===== src/rtl/slot_table_first_free_macros.svh =====
// Assertion macros for the slot table block.
// Define NO_ASSERTIONS to compile every check away.
`ifndef SLOT_TABLE_FIRST_FREE_MACROS_SVH
`define SLOT_TABLE_FIRST_FREE_MACROS_SVH

`ifndef NO_ASSERTIONS
`define SFT_ASSERT_IMP(label, clk, rst_n, ante, cons, msg) \
    label: assert property (@(posedge clk) disable iff (!(rst_n)) (ante) |-> (cons)) \
        else $error(msg);
`define SFT_ASSERT_NXT(label, clk, rst_n, ante, cons, msg) \
    label: assert property (@(posedge clk) disable iff (!(rst_n)) (ante) |=> (cons)) \
        else $error(msg);
`else
`define SFT_ASSERT_IMP(label, clk, rst_n, ante, cons, msg)
`define SFT_ASSERT_NXT(label, clk, rst_n, ante, cons, msg)
`endif

`endif


===== src/rtl/sft_pkg.sv =====
// Shared widths, codes and control types for the slot table block.
// No dependencies; every other file but the macro header imports this package.
package sft_pkg;

    localparam int DEPTH_DEF  = 64;
    localparam int DATA_W     = 32;
    localparam int MODE_W     = 3;
    localparam int INDEX_W    = 6;
    localparam int SIZE_CFG_W = 7;
    localparam int USED_W     = 7;
    localparam int CFG_IDX_W  = 1;

    localparam logic signed [DATA_W-1:0] MARKER_RST = '0;
    localparam logic [SIZE_CFG_W-1:0]    ACTIVE_SIZE_RST = 7'd64;

    typedef enum logic [MODE_W-1:0] {
        MODE_INSERT  = 3'd0,
        MODE_REM_IDX = 3'd1,
        MODE_REM_VAL = 3'd2,
        MODE_QUERY   = 3'd3,
        MODE_CLEAR   = 3'd4
    } t_mode;

    typedef enum logic [CFG_IDX_W-1:0] {
        CFG_EMPTY_MARKER = 1'b0,
        CFG_ACTIVE_SIZE  = 1'b1
    } t_cfg_reg;

    typedef enum logic [1:0] {
        ST_INIT,
        ST_IDLE,
        ST_SCAN,
        ST_DONE
    } t_state;

    typedef struct packed {
        logic start;
        logic run;
        logic load;
    } t_ctl_cmd;

    typedef struct packed {
        logic done;
    } t_dp_sts;

endpackage


===== src/rtl/sft_req_if.sv =====
// Request channel of the slot table: valid/ready plus mode, value, index.
// Depends on sft_pkg.
interface sft_req_if import sft_pkg::*; ();
    logic                     valid;
    logic                     ready;
    logic [MODE_W-1:0]        mode;
    logic signed [DATA_W-1:0] value;
    logic [INDEX_W-1:0]       index;

    modport source (output valid, output mode, output value, output index, input ready);
    modport sink   (input valid, input mode, input value, input index, output ready);
endinterface


===== src/rtl/sft_rsp_if.sv =====
// Result channel of the slot table: valid/ready plus status and aggregates.
// Depends on sft_pkg.
interface sft_rsp_if import sft_pkg::*; ();
    logic                     valid;
    logic                     ready;
    logic                     hit;
    logic signed [DATA_W-1:0] old_value;
    logic [USED_W-1:0]        used_count;
    logic signed [DATA_W-1:0] total;
    logic                     is_empty;
    logic                     is_full;
    logic                     any_one;
    logic                     slot_is_bit;

    modport source (output valid, output hit, output old_value, output used_count,
                    output total, output is_empty, output is_full, output any_one,
                    output slot_is_bit, input ready);
    modport sink   (input valid, input hit, input old_value, input used_count,
                    input total, input is_empty, input is_full, input any_one,
                    input slot_is_bit, output ready);
endinterface


===== src/rtl/sft_ctrl.sv =====
// Sequencer of the slot table: clearing pass, scan, result hand-off.
// Depends on sft_pkg; drives the datapath through t_ctl_cmd.
module sft_ctrl import sft_pkg::*; (
    input  logic     i_clk,
    input  logic     i_rst_n,
    input  logic     i_req_valid,
    output logic     o_req_ready,
    input  logic     i_rsp_ready,
    output logic     o_rsp_valid,
    output t_ctl_cmd o_cmd,
    input  t_dp_sts  i_sts
);

    t_state r_state, n_state;
    logic   r_rsp_valid, n_rsp_valid;

    always_ff @(posedge i_clk) begin
        if (!i_rst_n) begin
            r_state     <= ST_INIT;
            r_rsp_valid <= 1'b0;
        end else begin
            r_state     <= n_state;
            r_rsp_valid <= n_rsp_valid;
        end
    end

    always_comb begin
        n_state     = r_state;
        o_cmd       = '0;
        o_req_ready = 1'b0;
        unique case (r_state)
            ST_INIT: begin
                o_cmd.run = 1'b1;
                if (i_sts.done) begin
                    n_state = ST_IDLE;
                end
            end
            ST_IDLE: begin
                o_req_ready = 1'b1;
                if (i_req_valid) begin
                    o_cmd.start = 1'b1;
                    n_state     = ST_SCAN;
                end
            end
            ST_SCAN: begin
                o_cmd.run = 1'b1;
                if (i_sts.done) begin
                    n_state = ST_DONE;
                end
            end
            ST_DONE: begin
                if (!r_rsp_valid || i_rsp_ready) begin
                    o_cmd.load = 1'b1;
                    n_state    = ST_IDLE;
                end
            end
            default: begin
                n_state = ST_IDLE;
            end
        endcase
        n_rsp_valid = o_cmd.load | (r_rsp_valid & ~i_rsp_ready);
    end

    assign o_rsp_valid = r_rsp_valid;

endmodule


===== src/rtl/sft_dp.sv =====
// Datapath of the slot table: slot memory, scan counters, accumulators, result.
// Depends on sft_pkg; commanded by sft_ctrl.
module sft_dp import sft_pkg::*; #(
    parameter int DEPTH = DEPTH_DEF
) (
    input  logic                     i_clk,
    input  logic                     i_rst_n,
    input  t_ctl_cmd                 i_cmd,
    output t_dp_sts                  o_sts,
    input  logic signed [DATA_W-1:0] i_marker,
    input  logic [$clog2(DEPTH+1)-1:0] i_size,
    input  logic [MODE_W-1:0]        i_mode,
    input  logic signed [DATA_W-1:0] i_value,
    input  logic [INDEX_W-1:0]       i_index,
    output logic                     o_hit,
    output logic signed [DATA_W-1:0] o_old_value,
    output logic [USED_W-1:0]        o_used_count,
    output logic signed [DATA_W-1:0] o_total,
    output logic                     o_is_empty,
    output logic                     o_is_full,
    output logic                     o_any_one,
    output logic                     o_slot_is_bit
);

    localparam int AW  = (DEPTH > 1) ? $clog2(DEPTH) : 1;
    localparam int CW  = $clog2(DEPTH + 1);
    localparam int IXW = (CW > INDEX_W) ? CW : INDEX_W;
    localparam int FW  = (CW > USED_W) ? CW : USED_W;

    logic signed [DATA_W-1:0] r_mem [DEPTH];
    logic signed [DATA_W-1:0] r_rdata;

    logic [CW-1:0]            r_k, r_lim, r_dk;
    logic                     r_dvld, r_init;
    logic [MODE_W-1:0]        r_mode;
    logic signed [DATA_W-1:0] r_value;
    logic [INDEX_W-1:0]       r_index;

    logic                     r_found, r_one, r_bit;
    logic [USED_W-1:0]        r_used;
    logic signed [DATA_W-1:0] r_sum, r_old;

    logic                     issue, idx_ok, in_act, at_idx;
    logic                     wr, take, take_old;
    logic signed [DATA_W-1:0] m, e;

    assign issue  = i_cmd.run && (r_k < r_lim);
    assign m      = r_init ? MARKER_RST : i_marker;
    assign idx_ok = IXW'(r_index) < IXW'(i_size);
    assign in_act = r_dk < i_size;
    assign at_idx = IXW'(r_dk) == IXW'(r_index);

    assign o_sts.done = (r_k == r_lim) && !r_dvld;

    always_comb begin
        e        = r_rdata;
        wr       = 1'b0;
        take     = 1'b0;
        take_old = 1'b0;
        if (r_init) begin
            e  = m;
            wr = 1'b1;
        end else begin
            case (r_mode)
                MODE_INSERT: begin
                    if (!r_found && r_rdata == m) begin
                        e    = r_value;
                        wr   = 1'b1;
                        take = 1'b1;
                    end
                end
                MODE_REM_IDX: begin
                    if (idx_ok && at_idx) begin
                        e        = m;
                        wr       = 1'b1;
                        take_old = 1'b1;
                    end
                end
                MODE_REM_VAL: begin
                    if (!r_found && r_rdata == r_value) begin
                        e    = m;
                        wr   = 1'b1;
                        take = 1'b1;
                    end
                end
                MODE_CLEAR: begin
                    e  = m;
                    wr = 1'b1;
                end
                default: begin
                    e = r_rdata;
                end
            endcase
        end
    end

    always_ff @(posedge i_clk) begin
        if (r_dvld && wr) begin
            r_mem[r_dk[AW-1:0]] <= e;
        end
        if (issue) begin
            r_rdata <= r_mem[r_k[AW-1:0]];
        end
    end

    always_ff @(posedge i_clk) begin
        if (!i_rst_n) begin
            r_k    <= '0;
            r_lim  <= CW'(DEPTH);
            r_dvld <= 1'b0;
            r_init <= 1'b1;
        end else if (i_cmd.start) begin
            r_k    <= '0;
            r_lim  <= (i_mode == MODE_CLEAR) ? CW'(DEPTH) : i_size;
            r_dvld <= 1'b0;
            r_init <= 1'b0;
        end else begin
            r_dvld <= issue;
            if (issue) begin
                r_k <= r_k + CW'(1);
            end
        end
    end

    always_ff @(posedge i_clk) begin
        r_dk <= r_k;
        if (i_cmd.start) begin
            r_mode  <= i_mode;
            r_value <= i_value;
            r_index <= i_index;
            r_found <= 1'b0;
            r_one   <= 1'b0;
            r_bit   <= 1'b0;
            r_used  <= '0;
            r_sum   <= '0;
            r_old   <= '0;
        end else if (r_dvld && !r_init) begin
            if (take) begin
                r_found <= 1'b1;
            end
            if (take_old) begin
                r_old <= r_rdata;
            end
            if (in_act) begin
                if (e != m) begin
                    r_used <= r_used + USED_W'(1);
                    r_sum  <= r_sum + e;
                end
                if (e == 32'sd1) begin
                    r_one <= 1'b1;
                end
                if (at_idx) begin
                    r_bit <= (e == 32'sd0) || (e == 32'sd1);
                end
            end
        end
    end

    always_ff @(posedge i_clk) begin
        if (i_cmd.load) begin
            o_hit         <= (r_mode == MODE_INSERT || r_mode == MODE_REM_VAL) ? r_found
                                                                               : idx_ok;
            o_old_value   <= r_old;
            o_used_count  <= r_used;
            o_total       <= r_sum;
            o_is_empty    <= (r_used == '0);
            o_is_full     <= (FW'(r_used) == FW'(i_size));
            o_any_one     <= r_one;
            o_slot_is_bit <= r_bit;
        end
    end

endmodule


===== src/rtl/slot_table_first_free.sv =====
// Top level of the slot table: configuration registers, sequencer, datapath.
// Depends on sft_pkg, sft_req_if, sft_rsp_if, sft_ctrl, sft_dp and the macro header.
//
//   channel   | direction | handshake            | payload
//   i_req     | in        | valid/ready          | mode, value, index
//   o_rsp     | out       | valid/ready          | hit, old_value, used_count, total,
//             |           |                      | is_empty, is_full, any_one, slot_is_bit
//   i_cfg_*   | in        | write enable only    | i_cfg_idx, i_cfg_wdata
//
// A request scans the n active slots, n being the active size (DEPTH for clear),
// and the scan reads one slot per cycle.
// After reset a clearing pass over all DEPTH slots runs with i_req not ready;
// configuration writes are taken during it.
// The result sits in an output register; the next request is taken while it waits,
// and a finished scan holds until that register is free.
`include "slot_table_first_free_macros.svh"

module slot_table_first_free import sft_pkg::*; #(
    parameter int DEPTH = DEPTH_DEF
) (
    input  logic                 i_clk,
    input  logic                 i_rst_n,
    input  logic                 i_cfg_we,
    input  logic [CFG_IDX_W-1:0] i_cfg_idx,
    input  logic [DATA_W-1:0]    i_cfg_wdata,
    sft_req_if.sink              i_req,
    sft_rsp_if.source            o_rsp
);

    localparam int CW = $clog2(DEPTH + 1);
    localparam int MW = (CW > SIZE_CFG_W) ? CW : SIZE_CFG_W;

    logic signed [DATA_W-1:0] r_empty_marker;
    logic [SIZE_CFG_W-1:0]    r_active_size;
    logic [MW-1:0]            size_m;
    logic [CW-1:0]            size;
    t_ctl_cmd                 cmd;
    t_dp_sts                  sts;

    always_ff @(posedge i_clk) begin
        if (!i_rst_n) begin
            r_empty_marker <= MARKER_RST;
            r_active_size  <= ACTIVE_SIZE_RST;
        end else if (i_cfg_we) begin
            unique case (t_cfg_reg'(i_cfg_idx))
                CFG_EMPTY_MARKER: r_empty_marker <= i_cfg_wdata;
                CFG_ACTIVE_SIZE:  r_active_size  <= i_cfg_wdata[SIZE_CFG_W-1:0];
                default: begin
                    r_active_size <= r_active_size;
                end
            endcase
        end
    end

    assign size_m = (MW'(r_active_size) > MW'(DEPTH)) ? MW'(DEPTH) : MW'(r_active_size);
    assign size   = size_m[CW-1:0];

    sft_ctrl u_ctrl (
        .i_clk       (i_clk),
        .i_rst_n     (i_rst_n),
        .i_req_valid (i_req.valid),
        .o_req_ready (i_req.ready),
        .i_rsp_ready (o_rsp.ready),
        .o_rsp_valid (o_rsp.valid),
        .o_cmd       (cmd),
        .i_sts       (sts)
    );

    sft_dp #(
        .DEPTH (DEPTH)
    ) u_dp (
        .i_clk         (i_clk),
        .i_rst_n       (i_rst_n),
        .i_cmd         (cmd),
        .o_sts         (sts),
        .i_marker      (r_empty_marker),
        .i_size        (size),
        .i_mode        (i_req.mode),
        .i_value       (i_req.value),
        .i_index       (i_req.index),
        .o_hit         (o_rsp.hit),
        .o_old_value   (o_rsp.old_value),
        .o_used_count  (o_rsp.used_count),
        .o_total       (o_rsp.total),
        .o_is_empty    (o_rsp.is_empty),
        .o_is_full     (o_rsp.is_full),
        .o_any_one     (o_rsp.any_one),
        .o_slot_is_bit (o_rsp.slot_is_bit)
    );

    `SFT_ASSERT_NXT(a_busy_after_req, i_clk, i_rst_n, i_req.valid && i_req.ready,
                    !i_req.ready, "request taken while a scan is open")
    `SFT_ASSERT_IMP(a_rsp_from_scan, i_clk, i_rst_n, $rose(o_rsp.valid),
                    !$past(i_req.ready), "result loaded outside a finished scan")
    `SFT_ASSERT_IMP(a_old_needs_hit, i_clk, i_rst_n, o_rsp.valid && (o_rsp.old_value != 0),
                    o_rsp.hit, "old value reported without a hit")
    `SFT_ASSERT_IMP(a_empty_sum, i_clk, i_rst_n, o_rsp.valid && o_rsp.is_empty,
                    o_rsp.total == 0, "empty table with nonzero total")

endmodule


===== src/flat_wrapper.sv =====
// flat-port wrapper written by rule: the top's interface ports become plain ports
module slot_table_first_free_flat import sft_pkg::*;
#(
    parameter int DEPTH = DEPTH_DEF
)
  (i_clk, i_rst_n, i_cfg_we, i_cfg_idx, i_cfg_wdata, i_req_valid, i_req_mode, i_req_value, i_req_index, i_req_ready, o_rsp_valid, o_rsp_hit, o_rsp_old_value, o_rsp_used_count, o_rsp_total, o_rsp_is_empty, o_rsp_is_full, o_rsp_any_one, o_rsp_slot_is_bit, o_rsp_ready);
  sft_req_if i_req_i ();
  sft_rsp_if o_rsp_i ();
  input  logic i_clk;
  input  logic i_rst_n;
  input  logic i_cfg_we;
  input  logic [CFG_IDX_W-1:0] i_cfg_idx;
  input  logic [DATA_W-1:0] i_cfg_wdata;
  input wire logic [$bits(i_req_i.valid)-1:0] i_req_valid;
  input wire logic [$bits(i_req_i.mode)-1:0] i_req_mode;
  input wire logic [$bits(i_req_i.value)-1:0] i_req_value;
  input wire logic [$bits(i_req_i.index)-1:0] i_req_index;
  output wire logic [$bits(i_req_i.ready)-1:0] i_req_ready;
  output wire logic [$bits(o_rsp_i.valid)-1:0] o_rsp_valid;
  output wire logic [$bits(o_rsp_i.hit)-1:0] o_rsp_hit;
  output wire logic [$bits(o_rsp_i.old_value)-1:0] o_rsp_old_value;
  output wire logic [$bits(o_rsp_i.used_count)-1:0] o_rsp_used_count;
  output wire logic [$bits(o_rsp_i.total)-1:0] o_rsp_total;
  output wire logic [$bits(o_rsp_i.is_empty)-1:0] o_rsp_is_empty;
  output wire logic [$bits(o_rsp_i.is_full)-1:0] o_rsp_is_full;
  output wire logic [$bits(o_rsp_i.any_one)-1:0] o_rsp_any_one;
  output wire logic [$bits(o_rsp_i.slot_is_bit)-1:0] o_rsp_slot_is_bit;
  input wire logic [$bits(o_rsp_i.ready)-1:0] o_rsp_ready;
  assign i_req_i.valid = i_req_valid;
  assign i_req_i.mode = i_req_mode;
  assign i_req_i.value = i_req_value;
  assign i_req_i.index = i_req_index;
  assign i_req_ready = i_req_i.ready;
  assign o_rsp_valid = o_rsp_i.valid;
  assign o_rsp_hit = o_rsp_i.hit;
  assign o_rsp_old_value = o_rsp_i.old_value;
  assign o_rsp_used_count = o_rsp_i.used_count;
  assign o_rsp_total = o_rsp_i.total;
  assign o_rsp_is_empty = o_rsp_i.is_empty;
  assign o_rsp_is_full = o_rsp_i.is_full;
  assign o_rsp_any_one = o_rsp_i.any_one;
  assign o_rsp_slot_is_bit = o_rsp_i.slot_is_bit;
  assign o_rsp_i.ready = o_rsp_ready;
  slot_table_first_free #(.DEPTH(DEPTH)) u_core (.i_clk(i_clk), .i_rst_n(i_rst_n), .i_cfg_we(i_cfg_we), .i_cfg_idx(i_cfg_idx), .i_cfg_wdata(i_cfg_wdata), .i_req(i_req_i), .o_rsp(o_rsp_i));
endmodule

===== config.mk =====
export PLATFORM = sky130hd
export DESIGN_NAME = slot_table_first_free_flat
export DESIGN_NICKNAME = d
export VERILOG_FILES = /design/src/rtl/sft_pkg.sv /design/src/rtl/sft_req_if.sv /design/src/rtl/sft_rsp_if.sv /design/src/rtl/sft_ctrl.sv /design/src/rtl/sft_dp.sv /design/src/rtl/slot_table_first_free.sv /design/src/flat_wrapper.sv
export VERILOG_INCLUDE_DIRS = /design/src /design/src/rtl
export SDC_FILE = /design/constraint.sdc
export NUM_CORES = 2
export LEC_CHECK = 0
export BUFFER_PORTS_ARGS = -buffer_cell sky130_fd_sc_hd__buf_2
export CORE_MARGIN = 4
export CORE_UTILIZATION = 35
export CTS_CLUSTER_DIAMETER = 120
export DETAILED_ROUTE_END_ITERATION = 6
export HOLD_SLACK_MARGIN = 0.05
export RECOVER_POWER = 25
export SYNTH_ARGS = -nofsm -noshare
export SYNTH_HDL_FRONTEND = slang
export SYNTH_HIERARCHICAL = 1
export SYNTH_SLANG_ARGS = --single-unit

===== constraint.sdc =====
create_clock -name i_clk -period 25.6 [get_ports i_clk]
set_clock_uncertainty 0.15 [all_clocks]
set_input_delay 6.4 -clock i_clk [delete_from_list [all_inputs] [get_ports i_clk]]
set_output_delay 6.4 -clock i_clk [all_outputs]
set_load 0.05 [all_outputs]

==> run metrics <==
register area=68800 um2; HP Class=reg -> reg; global route overflow=0; Slowest Stage Delay on Critical Path=2.80 ns; Final setup viols=0; Final Power=10.1 mW; Core Region=263000 um2; number of global-route vias before repair=46800; Post-Synth Adder-Cell Area=0.00791; IO Port Bufs=156; H-tree lvl count=4; Simple-Gate Fraction of Synth Area=0.0313; clk_lat worst skew=0.88 ns; Post-Route Utilization=0.404; nets=4921; setup TNS=0 ns; vias per inst=5.54; DRT Wirelength=254000 um; Detail Route Antenna Nets=0; DR WL/cell=29.8 um; VDD IR-drop max=68.4 uV; most used cell, CP=a31oi_1; main combinational cell family by area after synthesis=multiplexers; Arr. time, crit path=14.06 ns; EDFF count, synth=2197; GRT Total Usage=0.184; Synth Cell Area=92700 um2; Worst Setup End Kind=flop; ratio of cells with drive above 1 in the final layout=0.281; hold depth=0; initial antenna violation count=17; largest net degree at the start of global routing=136; Fmax=74.3 MHz; Yosys warning count=6; maxcap violations=34; DP Cell Count=8067; Clk Tree Root Cell=clkbuf_16; Inserted Clock Buffers=230; DRC viols=0; Synth Flop Type=edfxtp_1; Area Growth Syn to Fin=14.6%; clock-pin slew on the worst setup and hold paths=0.06 ns; vias=47100; Final Max Tran Viols=1740; post-synthesis cell type count=93; DP HPWL=144000 um; sequential cell area fraction in the yosys report=0.742; first-pass GRT wire length=359000 um; Tmin final=13.46 ns; RSZ-0062 raised after global routing=no; # rows=188; Final Hold Vio Count=0; post-synthesis async set-or-reset flop share=0; Compound-Gate Fraction of Synth Area=0.0285; Syn Nets=4638; DRT iter0 DRCs=5550; I/O pins=157; # clock sinks=2336; register bit count reported by yosys=2336; drt first pass iters=6; GPL Wtd Cong=0.940; Fill cells=23200; XOR/XNOR Fraction of Synth Area=0.00775; most frequent cells in the layout=edfxtp_1, mux4_2, clkbuf_16; failing checks=max-capacitance violations, max-slew violations; most common cell after layout, fill and taps aside=edfxtp_1; Slew @ Worst Pin=9.21 ns; worst-case clock buffer depth=3; WS Path Type=reg -> reg; area occupied by multi-input gates=23300 um2; die height=523 um; CP Launch Type=flop; CTS resizes=0; post-route insts no fill=8507; syn avg cell area=20.6 um2; cell count after synthesis=4501; reg2reg path depth=23; Initial Util=0.352; Critical Path RT=26.19 ns; Rel. slew slack=-5.14; Power Dens Cells=95.5 nW/um2; CP Max Fanout=50; outcome=finished with violations; postcts setup bufs=0; leakage=31.7 nW; die area=273000 um2; Die Width=523 um; CTS tree=done; CP max stage cell=a31oi_1; post-synthesis mux area share=0.168; ordered list of cells on the worst path=clkbuf_1 > o21ai_0 > nor4_1 > and3_1 > and4_1 > clkbuf_1 > nand2_1 > a31oi_1 > buf_4 > ha_1 > nor2b_1 > o31ai_1 > a31oi_1 > o221a_2 > a41oi_1 > o211ai_1 > a31oi_1 > nor2b_1 > o21a_1 > o41ai_1 > xor2_1 > or3_1 > a21oi_1; Hold Buf Count CTS=0; Final Cycle Share=0.526
==> through the flow <==
step | hold slack [ns] | cell area (um2) | setup WS (ns)
finish | 0.255 | 106000 | 12.14
global placement | 0.247 | 98800 | 17.22
CTS | 0.254 | 106000 | 17.09
global route | 0.258 | 106000 | 11.20
detailed placement | 0.243 | 98800 | 17.20
floorplan | 0.204 | 92700 | 15.09
==> critical path, delay by kind of cell, from the launching register on <==
family	cells	cell delay (ns)
AOI/OAI and AO/OA	11	5.46
and+or+nand+nor	7	1.64
xor gates and xnor gates	1	0.11
DFF	1	1.43
buffers and inverters	3	4.14
adders and majority gates	1	0.35
==> state kept, by name (all words and copies together) (netlist names), 2 cells and up <==
name,flops
u_core/r_active_size,7
u_core/r_empty_marker,32
u_core/u_ctrl/r_state,2
u_core/u_dp/o_old_value,32
u_core/u_dp/o_total,32
u_core/u_dp/o_used_count,7
u_core/u_dp/r_dk,7
u_core/u_dp/r_index,6
u_core/u_dp/r_k,7
u_core/u_dp/r_lim,7
u_core/u_dp/r_mem,2048
u_core/u_dp/r_mode,3
u_core/u_dp/r_old,32
u_core/u_dp/r_rdata,32
u_core/u_dp/r_sum,32
u_core/u_dp/r_used,7
u_core/u_dp/r_value,32
==> final timing paths <==
check,startpoint,end,slack (ns)
min,u_core/u_dp/r_k[6]$_SDFFE_PP0P_,u_core/u_dp/r_dk[6]$_DFF_P_,0.26
min reg2reg,u_core/u_dp/r_k[6]$_SDFFE_PP0P_,u_core/u_dp/r_dk[6]$_DFF_P_,0.26
max,u_core/u_dp/r_init$_SDFFE_PN1P_,u_core/u_dp/r_sum[30]$_SDFFE_PP0P_,12.14
max reg2reg,u_core/u_dp/r_init$_SDFFE_PN1P_,u_core/u_dp/r_sum[30]$_SDFFE_PP0P_,12.14
==> power breakdown <==
group | leakage, nW | switching, mW | total [mW] | internal (mW)
logic | 7.66 | 1.17 | 2.12 | 0.952
clock network | 3.70 | 1.46 | 3.40 | 1.93
registers | 20.3 | 0.223 | 4.62 | 4.40
total | 31.7 | 2.86 | 10.1 | 7.28
==> cell usage after synthesis, types with 16 or more instances <==
master       n  area share
edfxtp_1  2197        0.71
mux4_2     672        0.16
nand2_1    222      0.0090
clkbuf_1   166      0.0067
nor2_1     148      0.0060
dfxtp_1    139       0.030
a21oi_1    117      0.0063
o21ai_0     78      0.0042
inv_1       65      0.0026
xnor2_1     58      0.0055
ha_1        57      0.0077
buf_1       46      0.0019
mux2i_1     41      0.0044
nor2b_1     34      0.0023
or3_1       27      0.0018
xor2_1      24      0.0023
buf_2       23      0.0012
nand3_1     23      0.0012
a22oi_1     22      0.0018
nand2b_1    22      0.0015
a21o_1      17      0.0014
nor4_1      17      0.0011
nand4_1     16      0.0011
==> per-layer routing <==
| layer | up-vias | global-route usage | wire (um) |
|---|---|---|---|
| met5 | - | 0 | 98 |
| met3 | 401 | 0.0353 | 21100 |
| met4 | 6 | 0.0598 | 9300 |
| met2 | 2118 | 0.287 | 118000 |
| met1 | 25300 | 0.259 | 105000 |
| li1 | 19300 | - | - |
==> cells by family (layout without fill, tap and decap cells) <==
group,after synthesis,in the layout
DFF,2336,2336
muxes,718,718
and+or+nand+nor,594,594
AOI/OAI and AO/OA,398,398
buffers and inverters,315,799
xor gates and xnor gates,82,82
adders and majority gates,58,58
other,0,7
==> final cells by class <==
cell class | instances | share of cell area
clock inverter | 155 | 0.0158
multi-input combinational | 1850 | 0.220
timing repair buffer | 301 | 0.0167
antenna | 7 | 0.000165
tap | 3515 | 0.0414
inverter | 65 | 0.00230
sequential | 2336 | 0.648
clock buffer | 278 | 0.0562
Power figures use the tool's default switching activity.
